==> config.mk <==
export PLATFORM = sky130hd
export DESIGN_NAME = matrix_multiply_4x4_top
export DESIGN_NICKNAME = d
export VERILOG_FILES = /design/src/hdl/mm4_pkg.sv /design/src/hdl/mm4_front.sv /design/src/hdl/mm4_back.sv /design/src/hdl/matrix_multiply_4x4_top.sv
export SDC_FILE = /design/constraint.sdc
export NUM_CORES = 2
export LEC_CHECK = 0
export ABC_AREA = 0
export BUFFER_PORTS_ARGS = -buffer_cell sky130_fd_sc_hd__buf_4
export CAP_MARGIN = 0
export CELL_PAD_IN_SITES_DETAIL_PLACEMENT = 0
export CELL_PAD_IN_SITES_GLOBAL_PLACEMENT = 1
export CORE_ASPECT_RATIO = 1.2
export CORE_MARGIN = 8
export CORE_UTILIZATION = 43
export DETAILED_ROUTE_END_ITERATION = 10
export PLACE_DENSITY_LB_ADDON = 0.1
export SLEW_MARGIN = 40
export SYNTH_ARGS = -nofsm -noshare
export SYNTH_HDL_FRONTEND = slang
export SYNTH_HIERARCHICAL = 1
export SYNTH_SLANG_ARGS = --single-unit
export TNS_END_PERCENT = 10
==> constraint.sdc <==
create_clock -name i_clk -period 21.4 [get_ports i_clk]
set_input_delay 4.28 -clock i_clk [delete_from_list [all_inputs] [get_ports i_clk]]
set_output_delay 4.28 -clock i_clk [all_outputs]
set_load 0.005 [all_outputs]
==> src/hdl/mm4_pkg.sv <==
`timescale 1ns / 1ps

package mm4_pkg;

    localparam int DIM         = 4;
    localparam int N_ELEM      = DIM * DIM;
    localparam int IDX_W       = $clog2(N_ELEM);
    localparam int K_W         = $clog2(DIM);
    localparam int STEP_W      = IDX_W + K_W;
    localparam int ELEM_W      = 32;
    localparam int PROD_W      = 2 * ELEM_W;
    localparam int ACC_W       = PROD_W + K_W;
    localparam int QUEUE_DEPTH = 4;
    localparam int QPTR_W      = $clog2(QUEUE_DEPTH);
    localparam int QCNT_W      = QPTR_W + 1;

    localparam logic [IDX_W-1:0]  LAST_POS  = IDX_W'(N_ELEM - 1);
    localparam logic [K_W-1:0]    LAST_K    = K_W'(DIM - 1);
    localparam logic [STEP_W-1:0] LAST_STEP = STEP_W'(N_ELEM * DIM - 1);

    localparam logic signed [ELEM_W-1:0] ELEM_MAX = {1'b0, {(ELEM_W-1){1'b1}}};
    localparam logic signed [ELEM_W-1:0] ELEM_MIN = {1'b1, {(ELEM_W-1){1'b0}}};

    typedef enum logic {
        OPERAND_A = 1'b0,
        OPERAND_B = 1'b1
    } t_operand;

    typedef enum logic {
        ST_IDLE,
        ST_RUN
    } t_back_state;

    typedef struct packed {
        t_operand                  operand;
        logic [IDX_W-1:0]          index;
        logic signed [ELEM_W-1:0]  value;
        logic                      last;
    } t_load_item;

endpackage

==> src/hdl/mm4_front.sv <==
`timescale 1ns / 1ps

module mm4_front (
    input  logic                             i_clk,
    input  logic                             i_rst_n,
    input  logic                             i_in_valid,
    output logic                             o_in_stall,
    input  logic                             i_operand_sel,
    input  logic [mm4_pkg::IDX_W-1:0]        i_elem_index,
    input  logic signed [mm4_pkg::ELEM_W-1:0] i_elem_value,
    input  logic                             i_load_last,
    output logic                             o_q_valid,
    output mm4_pkg::t_load_item              o_q_item,
    input  logic                             i_q_pop
);

    mm4_pkg::t_load_item                r_queue [mm4_pkg::QUEUE_DEPTH];
    logic [mm4_pkg::QPTR_W-1:0]         r_wr_ptr;
    logic [mm4_pkg::QPTR_W-1:0]         r_rd_ptr;
    logic [mm4_pkg::QCNT_W-1:0]         r_count;
    logic [mm4_pkg::QCNT_W-1:0]         n_count;
    logic                               w_push;
    logic                               w_pop;
    mm4_pkg::t_load_item                w_item;

    assign o_in_stall = (r_count == mm4_pkg::QCNT_W'(mm4_pkg::QUEUE_DEPTH));
    assign w_push     = i_in_valid && !o_in_stall;
    assign o_q_valid  = (r_count != '0);
    assign w_pop      = i_q_pop && o_q_valid;
    assign o_q_item   = r_queue[r_rd_ptr];

    always_comb begin
        w_item.operand = i_operand_sel ? mm4_pkg::OPERAND_B : mm4_pkg::OPERAND_A;
        w_item.index   = i_elem_index;
        w_item.value   = i_elem_value;
        w_item.last    = i_load_last;
        n_count        = r_count;
        if (w_push && !w_pop) begin
            n_count = r_count + 1'b1;
        end else if (w_pop && !w_push) begin
            n_count = r_count - 1'b1;
        end
    end

    always_ff @(posedge i_clk) begin
        if (w_push) begin
            r_queue[r_wr_ptr] <= w_item;
        end
    end

    always_ff @(posedge i_clk) begin
        if (!i_rst_n) begin
            r_wr_ptr <= '0;
            r_rd_ptr <= '0;
            r_count  <= '0;
        end else begin
            if (w_push) begin
                r_wr_ptr <= r_wr_ptr + 1'b1;
            end
            if (w_pop) begin
                r_rd_ptr <= r_rd_ptr + 1'b1;
            end
            r_count <= n_count;
        end
    end

endmodule

==> src/hdl/mm4_back.sv <==
`timescale 1ns / 1ps

module mm4_back #(
    parameter int FRAC_BITS = 16
) (
    input  logic                              i_clk,
    input  logic                              i_rst_n,
    input  logic                              i_q_valid,
    input  mm4_pkg::t_load_item               i_q_item,
    output logic                              o_q_pop,
    output logic                              o_out_valid,
    input  logic                              i_out_stall,
    output logic [mm4_pkg::IDX_W-1:0]         o_out_index,
    output logic signed [mm4_pkg::ELEM_W-1:0] o_out_value,
    output logic                              o_out_saturated,
    output logic                              o_out_last
);

    logic signed [mm4_pkg::ELEM_W-1:0] r_mem_a [mm4_pkg::N_ELEM];
    logic signed [mm4_pkg::ELEM_W-1:0] r_mem_b [mm4_pkg::N_ELEM];

    mm4_pkg::t_back_state              r_state;
    mm4_pkg::t_back_state              n_state;
    logic [mm4_pkg::STEP_W-1:0]        r_step;
    logic                              w_adv;
    logic                              w_issue;
    logic                              w_start;
    logic [mm4_pkg::IDX_W-1:0]         w_pos;
    logic [mm4_pkg::K_W-1:0]           w_k;
    logic [mm4_pkg::IDX_W-1:0]         w_addr_a;
    logic [mm4_pkg::IDX_W-1:0]         w_addr_b;

    logic signed [mm4_pkg::ELEM_W-1:0] r_rd_a;
    logic signed [mm4_pkg::ELEM_W-1:0] r_rd_b;
    logic                              r_v1;
    logic [mm4_pkg::IDX_W-1:0]         r_pos1;
    logic [mm4_pkg::K_W-1:0]           r_k1;

    logic signed [mm4_pkg::PROD_W-1:0] r_prod;
    logic                              r_v2;
    logic [mm4_pkg::IDX_W-1:0]         r_pos2;
    logic [mm4_pkg::K_W-1:0]           r_k2;

    logic signed [mm4_pkg::ACC_W-1:0]  r_acc;
    logic signed [mm4_pkg::ACC_W-1:0]  w_prod_ext;
    logic                              r_v3;
    logic [mm4_pkg::IDX_W-1:0]         r_pos3;

    logic signed [mm4_pkg::ACC_W-1:0]  w_shifted;
    logic [mm4_pkg::ACC_W-mm4_pkg::ELEM_W:0] w_upper;
    logic                              w_fits;
    logic signed [mm4_pkg::ELEM_W-1:0] w_sat_value;

    assign w_adv    = !(o_out_valid && i_out_stall);
    assign w_pos    = r_step[mm4_pkg::STEP_W-1:mm4_pkg::K_W];
    assign w_k      = r_step[mm4_pkg::K_W-1:0];
    assign w_addr_b = {w_k, w_pos[mm4_pkg::K_W-1:0]};
    assign w_addr_a = {w_pos[mm4_pkg::IDX_W-1:mm4_pkg::K_W], w_k};

    always_comb begin
        n_state = r_state;
        o_q_pop = 1'b0;
        w_issue = 1'b0;
        w_start = 1'b0;
        case (r_state)
            mm4_pkg::ST_IDLE: begin
                if (i_q_valid) begin
                    o_q_pop = 1'b1;
                    if (i_q_item.last) begin
                        w_start = 1'b1;
                        n_state = mm4_pkg::ST_RUN;
                    end
                end
            end
            mm4_pkg::ST_RUN: begin
                w_issue = 1'b1;
                if (w_adv && (r_step == mm4_pkg::LAST_STEP)) begin
                    n_state = mm4_pkg::ST_IDLE;
                end
            end
            default: begin
                n_state = mm4_pkg::ST_IDLE;
            end
        endcase
    end

    always_ff @(posedge i_clk) begin
        if (!i_rst_n) begin
            r_state <= mm4_pkg::ST_IDLE;
            r_step  <= '0;
        end else begin
            r_state <= n_state;
            if (w_start) begin
                r_step <= '0;
            end else if (w_issue && w_adv) begin
                r_step <= r_step + 1'b1;
            end
        end
    end

    always_ff @(posedge i_clk) begin
        if (o_q_pop) begin
            if (i_q_item.operand == mm4_pkg::OPERAND_B) begin
                r_mem_b[i_q_item.index] <= i_q_item.value;
            end else begin
                r_mem_a[i_q_item.index] <= i_q_item.value;
            end
        end
        if (w_adv) begin
            r_rd_a <= r_mem_a[w_addr_a];
            r_rd_b <= r_mem_b[w_addr_b];
        end
    end

    assign w_prod_ext = {{(mm4_pkg::ACC_W-mm4_pkg::PROD_W){r_prod[mm4_pkg::PROD_W-1]}}, r_prod};

    always_ff @(posedge i_clk) begin
        if (w_adv) begin
            r_pos1 <= w_pos;
            r_k1   <= w_k;
            r_prod <= r_rd_a * r_rd_b;
            r_pos2 <= r_pos1;
            r_k2   <= r_k1;
            if (r_v2) begin
                r_acc <= (r_k2 == '0) ? w_prod_ext : r_acc + w_prod_ext;
            end
            r_pos3 <= r_pos2;
        end
    end

    always_ff @(posedge i_clk) begin
        if (!i_rst_n) begin
            r_v1        <= 1'b0;
            r_v2        <= 1'b0;
            r_v3        <= 1'b0;
            o_out_valid <= 1'b0;
        end else if (w_adv) begin
            r_v1        <= w_issue;
            r_v2        <= r_v1;
            r_v3        <= r_v2 && (r_k2 == mm4_pkg::LAST_K);
            o_out_valid <= r_v3;
        end
    end

    always_comb begin
        w_shifted = r_acc >>> FRAC_BITS;
        w_upper   = w_shifted[mm4_pkg::ACC_W-1:mm4_pkg::ELEM_W-1];
        w_fits    = (&w_upper) || !(|w_upper);
        if (w_fits) begin
            w_sat_value = w_shifted[mm4_pkg::ELEM_W-1:0];
        end else if (w_shifted[mm4_pkg::ACC_W-1]) begin
            w_sat_value = mm4_pkg::ELEM_MIN;
        end else begin
            w_sat_value = mm4_pkg::ELEM_MAX;
        end
    end

    always_ff @(posedge i_clk) begin
        if (w_adv && r_v3) begin
            o_out_index     <= r_pos3;
            o_out_value     <= w_sat_value;
            o_out_saturated <= !w_fits;
            o_out_last      <= (r_pos3 == mm4_pkg::LAST_POS);
        end
    end

endmodule

==> src/hdl/matrix_multiply_4x4_top.sv <==
`timescale 1ns / 1ps

// Input channel: one matrix element per transaction (operand select, flat index
// 4*row + column, Q16.16 value, load_last). Elements enter a four-deep queue at
// one per cycle; o_in_stall rises only while that queue is full.
// A transaction with load_last set writes its element and then starts the
// multiply. The product is computed on one shared 32x32 multiplier, one
// multiply-accumulate per cycle unless the output stalls; loads keep queuing
// while a multiply runs and are applied once it finishes.
// Output channel: sixteen result transactions in index order 0..15, each
// issued once the four products of its dot product are accumulated.
// o_out_last marks index 15; o_out_saturated marks a clipped value.
// While a result is valid and i_out_stall is high, the result register holds
// and the back-end pipeline freezes; nothing is lost or reordered.
// Reset (synchronous, active low) empties the queue and the pipeline; the
// matrix stores keep no reset value and must be written before use.

module matrix_multiply_4x4_top #(
    parameter int FRAC_BITS = 16
) (
    input  logic                              i_clk,
    input  logic                              i_rst_n,
    input  logic                              i_in_valid,
    output logic                              o_in_stall,
    input  logic                              i_operand_sel,
    input  logic [mm4_pkg::IDX_W-1:0]         i_elem_index,
    input  logic signed [mm4_pkg::ELEM_W-1:0] i_elem_value,
    input  logic                              i_load_last,
    output logic                              o_out_valid,
    input  logic                              i_out_stall,
    output logic [mm4_pkg::IDX_W-1:0]         o_out_index,
    output logic signed [mm4_pkg::ELEM_W-1:0] o_out_value,
    output logic                              o_out_saturated,
    output logic                              o_out_last
);

    logic                q_valid;
    logic                q_pop;
    mm4_pkg::t_load_item q_item;

    mm4_front u_front (
        .i_clk         (i_clk),
        .i_rst_n       (i_rst_n),
        .i_in_valid    (i_in_valid),
        .o_in_stall    (o_in_stall),
        .i_operand_sel (i_operand_sel),
        .i_elem_index  (i_elem_index),
        .i_elem_value  (i_elem_value),
        .i_load_last   (i_load_last),
        .o_q_valid     (q_valid),
        .o_q_item      (q_item),
        .i_q_pop       (q_pop)
    );

    mm4_back #(
        .FRAC_BITS (FRAC_BITS)
    ) u_back (
        .i_clk           (i_clk),
        .i_rst_n         (i_rst_n),
        .i_q_valid       (q_valid),
        .i_q_item        (q_item),
        .o_q_pop         (q_pop),
        .o_out_valid     (o_out_valid),
        .i_out_stall     (i_out_stall),
        .o_out_index     (o_out_index),
        .o_out_value     (o_out_value),
        .o_out_saturated (o_out_saturated),
        .o_out_last      (o_out_last)
    );

endmodule

==> run_results.csv <==
group,metric,value,unit
logic_synthesis,syn_area_per_cell,14.0,um^2
detailed_routing,vias,51900,
die,floorplan.initialDensity,0.432,
timing,rsz0062_at_grt,"false",
finish,n_fill_cell,19000,
cts,numCtsBuffers,148,
placed_design,routabilityCongestion,0.836,
cts,path_clk_slew,0.07,ns
run,max-cap-violations,0,
worst_setup_path,required,21.94,ns
run_status,status,"finished, final reports clean",
detailed_routing,drtAntennaViolNets,0,
cts,clk-insertion-delay-late,0.83,ns
worst_setup_path,cp_max_fo,19,
placed_design,place_inst,9357,
logic_synthesis,synth.cell_area,93400,um^2
cts,cts_tree,"done",
cts,clockRootBuffer,"clkbuf_16",
timing,setup_viol,0,
worst_setup_path,endpoint,"u_back/r_prod[58]",
logic_synthesis,synth_cell_type_count,87,
cts,postCtsSetupBuffers,0,
worst_setup_path,slowest_stage,"fa_1",
finish,finalNonFillerCells,9625,
timing,finalHoldViolCount,0,
finish,final_cell_area,103000,um^2
logic_synthesis,syn_inst,6655,
detailed_routing,drt-wirelength-per-cell,25.1,um
logic_synthesis,synth_flop_cell,"edfxtp_1",
timing,fin_crit_sh,0.409,
min_path,hold_path.class,"reg2reg",
logic_synthesis,synth_edf_count,1424,
cts,cts_buffer_depth,3,
placed_design,io_buffers,81,
detailed_routing,first_pass_iters,5,
logic_synthesis,yosys-top-cells-area,"edfxtp_1 46%, fa_1 23%, mux4_2 8.6%",
detailed_routing,wl,242000,um
timing,fin_worst_skew,0.0472,ns
worst_setup_path,reg2reg_depth,26,
grt,grt_pass1_wl,367000,um
logic_synthesis,synth_seq_area_share,0.462,
worst_setup_path,worst_ep_arrival_time,9.30,ns
worst_setup_path,worstSetupPathType,"reg2reg",
cts,hold_buffers,0,
worst_setup_path,timing.rr.end,"u_back/r_prod[58]",
die,dieArea,233000,um^2
timing,max_freq,114,MHz
logic_synthesis,async_flop_share,0,
grt,antenna_found_initial,8,
timing,post-route-min-period,8.75,ns
grt,grt_max_degree,78,
die,ios,82,
finish,fin_nets,8053,
die,core_area,216000,um^2
timing,slew_headroom,0.438,
logic_synthesis,ys_ff_latch,1444,
worst_setup_path,startpoint,"u_back/r_rd_a[31]",
worst_setup_path,crit_top_cell,"fa_1",
placed_design,placed_area,97700,um^2
cts,cts_sinks,1444,
die,die_x,442,um
grt,overflow,0,
timing,tightestPinTransition,0.840,ns
worst_setup_path,cpPeakStageDelay,0.87,ns
cts,cts_resized,0,
finish,syn2layout_area_growth,9.69,%
logic_synthesis,yosysWarnings,6,
die,die_y,527,um
logic_synthesis,syn_nets,8036,
cts,h-tree-depth,4,
logic_synthesis,synth_top_area_share,0.458,
finish,multi_input_area,45600,um^2
detailed_routing,vias_per_cell,5.39,
finish,fin_util,0.474,
worst_setup_path,end_kind,"register",
finish,seqCellArea,43200,um^2
grt,grt_usage,0.210,
detailed_routing,drcViolationCount,0,
worst_setup_path,start_kind,"register",
timing,slew_viol_final,0,
logic_synthesis,synth.top_cells.by_count,"1424 x edfxtp_1, 1084 x fa_1, 974 x inv_1",
timing,tns,0,ns
detailed_routing,drtIter0Drc,3123,
die,rows,187,
grt,first_global_vias,57500,
placed_design,dp_hpwl,164000,um
logic_synthesis,yosys.cell_count.top_type,"edfxtp_1",
logic_synthesis,synth_top_cell_by_area,"edfxtp_1",
worst_setup_path,r2r-start,"u_back/r_rd_a[31]",
worst_setup_path,r2r_slack,12.65,ns
finish,layout-drive-gt1-share,0.125,
[stage by stage]
step | hold WS [ns] | worst slack (ns)
after floorplan | 0.400 | 11.71
after global placement | 0.400 | 12.40
after detailed placement | 0.405 | 12.62
after CTS | 0.420 | 12.57
after global routing | 0.422 | 12.16
final | 0.418 | 12.65
[layout by cell type (no fill, tap or decap), types with 20 or more instances in the layout]
| master | instances |
|---|---|
| o21bai_1 | 22 |
| a21oi_1 | 180 |
| clkbuf_1 | 35 |
| nand3_1 | 26 |
| ha_1 | 255 |
| edfxtp_1 | 1424 |
| xnor2_1 | 85 |
| fa_1 | 1084 |
| nand2_1 | 622 |
| a21o_1 | 132 |
| nor2b_1 | 20 |
| nand2b_1 | 21 |
| mux4_2 | 358 |
| nand4_1 | 40 |
| clkinv_2 | 20 |
| nor2_1 | 150 |
| xor2_1 | 52 |
| clkbuf_16 | 149 |
| nor2_4 | 34 |
| clkinv_1 | 29 |
| buf_4 | 194 |
| o21ai_0 | 74 |
| inv_1 | 974 |
| and2_1 | 529 |
[cell type report]
| cell class | instances | area share |
|---|---|---|
| Multi-Input combinational cell | 3895 | 0.445 |
| Inverter | 975 | 0.0357 |
| Clock buffer | 186 | 0.0379 |
| Tap cell | 2835 | 0.0346 |
| Sequential cell | 1444 | 0.421 |
| Antenna cell | 3 | 0.0000732 |
| Timing Repair Buffer | 208 | 0.0167 |
| Clock inverter | 79 | 0.00911 |
[flip-flops by register name, summed over array words and instances, names as in the netlist, 2 cells and up, named ones only]
signal              cells
u_front/r_rd_ptr        2
u_front/r_queue       152
u_back/r_mem_b        512
u_back/r_k2             2
u_back/o_out_index      4
u_front/r_count         3
u_back/r_rd_a          32
u_back/r_pos2           4
u_back/r_k1             2
u_back/o_out_value     32
u_back/r_pos1           4
u_back/r_step           6
u_back/r_mem_a        512
u_back/r_prod          64
u_back/r_pos3           4
u_back/r_acc           66
u_back/r_rd_b          32
u_front/r_wr_ptr        2
[worst min-delay path by stage]
stage	from	endpoint	depth (start not counted)
finish	u_back/r_pos2[2]	u_back/r_pos3[2]	0
floorplan	u_back/r_k1[0]	u_back/r_k2[0]	0
global route	u_back/r_pos1[2]	u_back/r_pos2[2]	0
global placement	u_back/r_pos2[1]	u_back/r_pos3[1]	0
detailed placement	u_back/r_pos2[2]	u_back/r_pos3[2]	0
CTS	u_back/r_k1[1]	u_back/r_k2[1]	0
[layer usage]
metal | vias to the layer above | GRT usage | wire length [um]
met5 | - | 0 | 0
met4 | 0 | 0.0515 | 5840
met3 | 354 | 0.0253 | 9560
met2 | 1158 | 0.366 | 123000
met1 | 27800 | 0.282 | 103000
li1 | 22500 | - | -
[cells by family (layout without fill, tap and decap cells)]
| kind of cell | Yosys count | after routing | synth area share |
|---|---|---|---|
| AO/OA/AOI/OAI | 534 | 534 | 0.0382 |
| XOR/XNOR | 137 | 137 | 0.0128 |
| adder cells (fa/ha/maj) | 1339 | 1339 | 0.266 |
| buffers and inverters | 1316 | 1448 | 0.0534 |
| flip-flops | 1444 | 1444 | 0.462 |
| multiplexers | 368 | 368 | 0.0874 |
| other | 0 | 3 | 0 |
| AND/OR/NAND/NOR | 1517 | 1517 | 0.0798 |
[worst max-delay path: cells and delay by family (launching register included)]
kind                       cells  cell delay, ns
xor gates and xnor gates       1            0.17
DFF                            1            0.74
buffers and inverters          8            1.38
and+or+nand+nor                1            0.14
AOI/OAI and AO/OA              7            1.36
adders and majority gates      9            4.66
Power is left out: the tool's default activity adds up to more than one toggle a clock period on the data nets, which glitch-free logic cannot reach.
